File: config.mk
export PLATFORM = sky130hd
export DESIGN_NAME = sha_front
export DESIGN_NICKNAME = d
export VERILOG_FILES = /design/src/sha_pkg.sv /design/src/sha_front.sv
export SDC_FILE = /design/constraint.sdc
export NUM_CORES = 1
export LEC_CHECK = 0
export BUFFER_PORTS_ARGS = -buffer_cell sky130_fd_sc_hd__buf_4
export CAP_MARGIN = 20
export CORE_MARGIN = 2
export CORE_UTILIZATION = 35
export DETAILED_ROUTE_END_ITERATION = 12
export PLACE_DENSITY = 0.66
export SYNTH_ARGS = -nofsm -noshare
export SYNTH_HDL_FRONTEND = slang
export SYNTH_SLANG_ARGS = --single-unit
File: constraint.sdc
create_clock -name clk -period 1.9 [get_ports clk]
set_input_delay 0.285 -clock clk [delete_from_list [all_inputs] [get_ports clk]]
set_output_delay 0.285 -clock clk [all_outputs]
set_load 0.02 [all_outputs]
File: src/sha_pkg.sv
// ----------------------------------------------------------------------------
// SHA-256 shared definitions
// Queue item type, queue sizing, initial hash values and round constants.
// ----------------------------------------------------------------------------
package sha_pkg;

	localparam int QUEUE_DEPTH = 4;

	// One item as it travels from the front end to the back end.
	typedef struct packed {
		logic [31:0] data;
		logic [2:0]  cnt;
		logic        last;
	} sha_item_t;

	// Initial hash value for word i.
	function automatic logic [31:0] init_hash(input logic [2:0] i);
		logic [31:0] v;
		case (i)
			3'd0:    v = 32'h6a09e667;
			3'd1:    v = 32'hbb67ae85;
			3'd2:    v = 32'h3c6ef372;
			3'd3:    v = 32'ha54ff53a;
			3'd4:    v = 32'h510e527f;
			3'd5:    v = 32'h9b05688c;
			3'd6:    v = 32'h1f83d9ab;
			default: v = 32'h5be0cd19;
		endcase
		return v;
	endfunction

	// Round constant for round r.
	function automatic logic [31:0] round_k(input logic [5:0] r);
		logic [31:0] k;
		case (r)
			6'd0:  k = 32'h428a2f98; 6'd1:  k = 32'h71374491;
			6'd2:  k = 32'hb5c0fbcf; 6'd3:  k = 32'he9b5dba5;
			6'd4:  k = 32'h3956c25b; 6'd5:  k = 32'h59f111f1;
			6'd6:  k = 32'h923f82a4; 6'd7:  k = 32'hab1c5ed5;
			6'd8:  k = 32'hd807aa98; 6'd9:  k = 32'h12835b01;
			6'd10: k = 32'h243185be; 6'd11: k = 32'h550c7dc3;
			6'd12: k = 32'h72be5d74; 6'd13: k = 32'h80deb1fe;
			6'd14: k = 32'h9bdc06a7; 6'd15: k = 32'hc19bf174;
			6'd16: k = 32'he49b69c1; 6'd17: k = 32'hefbe4786;
			6'd18: k = 32'h0fc19dc6; 6'd19: k = 32'h240ca1cc;
			6'd20: k = 32'h2de92c6f; 6'd21: k = 32'h4a7484aa;
			6'd22: k = 32'h5cb0a9dc; 6'd23: k = 32'h76f988da;
			6'd24: k = 32'h983e5152; 6'd25: k = 32'ha831c66d;
			6'd26: k = 32'hb00327c8; 6'd27: k = 32'hbf597fc7;
			6'd28: k = 32'hc6e00bf3; 6'd29: k = 32'hd5a79147;
			6'd30: k = 32'h06ca6351; 6'd31: k = 32'h14292967;
			6'd32: k = 32'h27b70a85; 6'd33: k = 32'h2e1b2138;
			6'd34: k = 32'h4d2c6dfc; 6'd35: k = 32'h53380d13;
			6'd36: k = 32'h650a7354; 6'd37: k = 32'h766a0abb;
			6'd38: k = 32'h81c2c92e; 6'd39: k = 32'h92722c85;
			6'd40: k = 32'ha2bfe8a1; 6'd41: k = 32'ha81a664b;
			6'd42: k = 32'hc24b8b70; 6'd43: k = 32'hc76c51a3;
			6'd44: k = 32'hd192e819; 6'd45: k = 32'hd6990624;
			6'd46: k = 32'hf40e3585; 6'd47: k = 32'h106aa070;
			6'd48: k = 32'h19a4c116; 6'd49: k = 32'h1e376c08;
			6'd50: k = 32'h2748774c; 6'd51: k = 32'h34b0bcb5;
			6'd52: k = 32'h391c0cb3; 6'd53: k = 32'h4ed8aa4a;
			6'd54: k = 32'h5b9aca4f; 6'd55: k = 32'h682e6ff3;
			6'd56: k = 32'h748f82ee; 6'd57: k = 32'h78a5636f;
			6'd58: k = 32'h84c87814; 6'd59: k = 32'h8cc70208;
			6'd60: k = 32'h90befffa; 6'd61: k = 32'ha4506ceb;
			6'd62: k = 32'hbef9a3f7;
			default: k = 32'hc67178f2;
		endcase
		return k;
	endfunction

endpackage

File: src/sha_front.sv
// ----------------------------------------------------------------------------
// SHA-256 front end
// Accepts input items, clamps the byte count and queues them for the back end.
// ----------------------------------------------------------------------------
module sha_front #(
	parameter int QUEUE_DEPTH = sha_pkg::QUEUE_DEPTH
) (
	input  logic               clk,
	input  logic               arst_n,
	input  logic               in_valid,
	output logic               in_ready,
	input  logic [31:0]        data_word,
	input  logic [2:0]         valid_bytes,
	input  logic               last_word,
	output logic               q_valid,
	input  logic               q_ready,
	output sha_pkg::sha_item_t q_item
);
	import sha_pkg::*;

	localparam int PTR_W = (QUEUE_DEPTH > 1) ? $clog2(QUEUE_DEPTH) : 1;
	localparam int CNT_W = $clog2(QUEUE_DEPTH + 1);

	sha_item_t          queue_q [QUEUE_DEPTH];
	logic [PTR_W-1:0]   wr_ptr_q, rd_ptr_q;
	logic [CNT_W-1:0]   fill_q;
	sha_item_t          new_item;
	logic               push, pop;

	// Classify the incoming item: more than four bytes counts as four.
	always_comb begin
		new_item.data = data_word;
		new_item.cnt  = (valid_bytes > 3'd4) ? 3'd4 : valid_bytes;
		new_item.last = last_word;
	end

	assign in_ready = (fill_q != CNT_W'(QUEUE_DEPTH));
	assign q_valid  = (fill_q != '0);
	assign q_item   = queue_q[rd_ptr_q];
	assign push     = in_valid && in_ready;
	assign pop      = q_valid && q_ready;

	// Queue storage.
	always_ff @(posedge clk) begin
		if (push) begin
			queue_q[wr_ptr_q] <= new_item;
		end
	end

	// Queue pointers and fill level.
	always_ff @(posedge clk or negedge arst_n) begin
		if (!arst_n) begin
			wr_ptr_q <= '0;
			rd_ptr_q <= '0;
			fill_q   <= '0;
		end else begin
			if (push) begin
				wr_ptr_q <= (wr_ptr_q == PTR_W'(QUEUE_DEPTH - 1)) ? '0 : wr_ptr_q + 1'b1;
			end
			if (pop) begin
				rd_ptr_q <= (rd_ptr_q == PTR_W'(QUEUE_DEPTH - 1)) ? '0 : rd_ptr_q + 1'b1;
			end
			if (push && !pop) begin
				fill_q <= fill_q + 1'b1;
			end else if (pop && !push) begin
				fill_q <= fill_q - 1'b1;
			end
		end
	end

endmodule

=== Yosys cells after proc, flatten, opt, wreduce, memory -nomap -nowiden ===
Memories as Yosys holds them, arrays and structs flattened.
Cells that the tools add are included.

* $add $sub $neg: 4
* Magnitude comparators: 1
* Reductions and logical operators: 8
* Muxes and demuxes: 7
* Equal/unequal tests: 3

{| class="wikitable"
|+ Operators with widths
! cell !! number
|-
| 3-bit 2-to-1 mux || 3
|-
| 2-bit by 1-bit adder with 2-bit output (second input constant) || 2
|-
| 2-bit == test (second input constant) || 2
|-
| 1-bit logical AND || 4
|-
| 2-bit 2-to-1 mux || 2
|-
| 3-bit by 1-bit adder with 3-bit output (second input constant) || 1
|-
| 3-bit > comparator (second input constant) || 1
|-
| 3-bit inequality test (second input constant) || 1
|-
| 3-bit nonzero test || 1
|-
| 3-bit by 1-bit subtractor with 3-bit output (second input constant) || 1
|-
| 1-bit logical NOT || 2
|-
| 1-bit 2-to-1 mux || 2
|-
| 2-bit nonzero test || 1
|}

* Bits of input ports: 40
* Output and inout bits: 38
* Register bits after elaboration: 7
* Logic and storage cells: 27
* Memories: 1
* RAM bits: 144

{| class="wikitable"
|+ Memory list
! name !! depth !! bits a word !! read ports !! clocked after Yosys merged registers in !! write ports !! RTL line !! source
|-
| queue_q || 4 || 36 || 1 || 0 || 1 || sha_front.sv:24 || <nowiki>sha_item_t queue_q [QUEUE_DEPTH];</nowiki>
|}

=== Depth between registers and ports, before layout ===
* Depth in word-level cells: 6
* Gate-level depth with buffers: 8
* Depth with buffers taken out: 8

=== Least setup slack after synthesis ===
Ideal clock, no wire load.

* Kind: register to register
* Start: reg fill_q[1]
* End: reg fill_q[2]
* Slack: -0.272 ns
* Clock period less this slack: 2.172 ns
* Required time: 1.821 ns
* Arrival: 2.093 ns
* Setup time: 0.079 ns
* Buffers on the path: 0
* Stages on the path, launching flop included: 9
* Cells stage by stage: dfrtp_1 or3_2 nand2_1 ha_1 inv_1 fa_1 xor2_1 nor2_1 xor2_1

* Cells in the longest elaborated chain, start to end: 5
* Elaborated cells between the ends (all ways): 13
* Classes of those cells: add/sub (2); eq/ne (1); mux (2); reduce/logical (8)

{| class="wikitable"
|+ Ends and longest elaborated chain
! what !! RTL line !! source
|-
| start, declared || sha_front.sv:26 || <nowiki>logic [CNT_W-1:0] fill_q;</nowiki>
|-
| start signal, assigned || sha_front.sv:64 || <nowiki>fill_q <= fill_q + 1'b1;</nowiki>
|-
| start signal, assigned || sha_front.sv:66 || <nowiki>fill_q <= fill_q - 1'b1;</nowiki>
|-
| 3-bit nonzero test (*) || sha_front.sv:38 || <nowiki>assign q_valid = (fill_q != '0);</nowiki>
|-
| net q_valid || sha_front.sv:15 || <nowiki>output logic q_valid,</nowiki>
|-
| 1-bit logical AND (*) || sha_front.sv:41 || <nowiki>assign pop = q_valid && q_ready;</nowiki>
|-
| 1-bit logical NOT || sha_front.sv:63 || <nowiki>if (push && !pop) begin</nowiki>
|-
| 1-bit logical AND || sha_front.sv:63 ||
|-
| 3-bit 2-to-1 mux / 2-bit nonzero test (equally long branches) || - ||
|}

The timed path passes the listed nets; every way through them passes the cells marked *. The select of a mux whose other input is x is not followed.
A chain may end at the register's enable or synchronous reset.

==> flow_summary.toml <==
[setup_path]
cpMaxStageDelayCell = "mux4_2"
crit_path_max_fanout = 21
r2r_cells = 6
slowest_delay_ns = 0.56
worst-path-stages = 3
worstSetupStartpointType = "register"
cp.arrival_ns = 1.76
rrSetupSlack_ns = -0.09
reg2reg_from = "fill_q[1]"
path_buf_inv = 2
r2r-end = "fill_q[1]"
required_ns = 1.62
worstSetupPathType = "reg2out"
critPathTopFamily = "multiplexers"
path_cells = "buf_12 > mux4_2 > buf_6"
critPathCaptureType = "output port"

[cells_and_area]
syn_to_final_growth_pct = 31.4
fin_area_um2 = 7410
final_util_pct = 46.8
layout.nets = 381
antennaDiodeCount = 0
drive_gt1_share_pct = 51.0

[yosys]
synth_nets = 274
synthCells = 227
ys_ff_latch = 151
yosysWarnings = 0
syn_avg_cell_area_um2 = 24.9
synthTopCellsByArea = "edfxtp_1 (77%), mux4_2 (14%), dfrtp_1 (3.1%)"
async_flop_share_pct = 4.64
synth_cell_types = 21
ys_seq_area_share_pct = 79.8
syn-cell-area_um2 = 5640
yosysTopAreaCell = "edfxtp_1"
synth_edf_count = 144
synth_top_area_share_pct = 76.6
synth_flop_cell = "edfxtp_1"

[run]
maxCapViolCount = 0

[placement]
post_dp_cell_area_um2 = 6640
port_buffers = 77
dp_slack_ns = -0.114
dpl.hpwl_mm = 5.88
place_congestion = 0.650

[worst_hold_path]
hold_end = "queue_q[0][32]"
hold_path_startpoint = "data_word[28]"
hold_class = "in2reg"
hold_path_depth = 1

[die]
die_area_um2 = 17200
initial_core_util_pct = 35.6
rows = 46
die_w_um = 131
num_io_pins = 78
die_h_um = 131
core_region_area_um2 = 15800

[grt]
grt_pass1_vias = 2901
grt_overflow = 0
grt_pass1_wl_mm = 15.8
antenna_found_initial = 0
grt_start_max_net_pins = 39
track_usage_pct = 13.0

[timing]
period_share_pct = 108
fin_ws_ns = -0.143
hold_viol = 0
worst_slew_pin_slew_ns = 0.338
period_needed_ns = 2.04
worst_hold_slack_ns = 0.0609
max_freq_mhz = 489
fin_skew_ns = 0.00850
final_max_slew_viol_count = 0
setup_viol = 38
rsz0062_at_grt = "true"
slew_headroom_pct = 77.4

[power]
power.leakage_nw = 2.60
cellPowerDensity_nw_per_um2 = 1690
vdd_ir_drop_max_mv = 0.755
power_w = 0.0125

[routing]
drt_iter0_drc = 213
drt-wirelength-per-cell_um = 18.0
drt-total-wl_mm = 10.1
postRouteAntennaNets = 0
via_per_inst = 4.71
firstDrtPassIters = 4
drc_errors = 0
routed-via-count = 2653

[clock_network]
cts_root_buffer = "clkbuf_16"
clk_latency_ns = 0.42
cts_buffer_depth = 2
numCtsBuffers = 17
cts_tree = "yes"
cts_max_level = 4
clkSinkCount = 151
clkTransAtPathRegs_ns = 0.06

[status]
outcome = "complete, but fails checks"
violations = "setup timing"
-- area by class of cell --
| cell class | instances | area [um^2] |
|---|---|---|
| fill | 1311 | 8420 |
| tap | 216 | 270 |
| timing repair buffer | 97 | 928 |
| clock inverter | 9 | 124 |
| clock buffer | 23 | 468 |
| multi-input combinational | 64 | 1110 |
| sequential | 151 | 4500 |
| inverter | 3 | 11.3 |
-- where the power goes --
| group | leakage (nW) | switching [W] | internal [W] |
|---|---|---|---|
| registers | 1.40 | 0.000191 | 0.00442 |
| clock network | 0.285 | 0.00121 | 0.00212 |
| logic | 0.911 | 0.00224 | 0.00234 |
-- flip-flops by register name (all words and copies together), names as in the netlist --
signal,cells
wr_ptr_q,2
queue_q,144
fill_q,3
rd_ptr_q,2
-- metrics by stage --
stage / TNS (ns) / cells
after global routing: -6.84 / 563
final: -4.11 / 563
after CTS: -5.66 / 560
after detailed placement: -0.158 / 526
after floorplan: -0.183 / 227
after global placement: 0 / 526
-- cells by family after synthesis --
logic type	share of synthesized area, %
flops	79.8
buf+inv	1.09
fa+ha+maj	1.69
simple gates	1.51
xor+xnor	0.466
mux	15.5
-- synth_stat cells (all sizes together), types with 2 or more instances --
cell    count
dfrtp       7
inv         3
mux4       36
xor2        2
nor2b       2
mux2        5
buf         8
ha          6
nor2        3
and3        4
edfxtp    144
-- cells in the final DEF (no fill, tap or decap) --
| cell type | n |
|---|---|
| and2_4 | 1 |
| and3_2 | 4 |
| buf_12 | 5 |
| buf_4 | 55 |
| buf_6 | 36 |
| bufinv_16 | 3 |
| clkbuf_1 | 4 |
| clkbuf_16 | 17 |
| clkbuf_8 | 2 |
| clkinv_1 | 1 |
| clkinv_2 | 3 |
| clkinvlp_4 | 2 |
| dfrtp_1 | 5 |
| dfrtp_2 | 2 |
| dlygate4sd3_1 | 1 |
| edfxtp_1 | 144 |
| fa_2 | 1 |
| ha_1 | 5 |
| ha_4 | 1 |
| inv_1 | 2 |
| inv_2 | 1 |
| mux2_2 | 3 |
| mux2_4 | 2 |
| mux4_2 | 36 |
| nand2_4 | 1 |
| nor2_1 | 3 |
| nor2b_1 | 2 |
| or3_4 | 1 |
| or3b_4 | 1 |
| xnor2_1 | 1 |
| xor2_1 | 2 |
-- per-layer routing --
layer	part of all wire (%)	routed length [um]	global-route usage, %
met3	5.4	548	4.72
met2	50	5090	20.7
met5	0	0	0
met1	42	4260	15.8
met4	2.3	236	6.57
-- worst max-delay path by stage --
stage	slack, ns	from	end
after floorplan	-0.11	fill_q[0]	fill_q[1]
after global placement	0.006	fill_q[1]	fill_q[2]
after detailed placement	-0.11	fill_q[1]	fill_q[2]
after CTS	-0.18	rd_ptr_q[0]	q_item[32]
after global routing	-0.21	rd_ptr_q[0]	q_item[30]
final	-0.14	rd_ptr_q[0]	q_item[30]
-- worst reg2reg max path, cell delays in order (launching register included) --
cell	delay [ns]
dfrtp_1	0.40
or3b_4	0.41
and2_4	0.17
ha_4	0.16
inv_2	0.05
fa_2	0.42
mux2_2	0.27
-- repair_timing --
action,CTS,global route
setup buffers,1,3
hold endpoints to repair,7,0
hold buffers,1,0
setup endpoints to repair,38,38
resized for setup,38,0
pin swaps,6,2
Power figures use the tool's default switching activity.
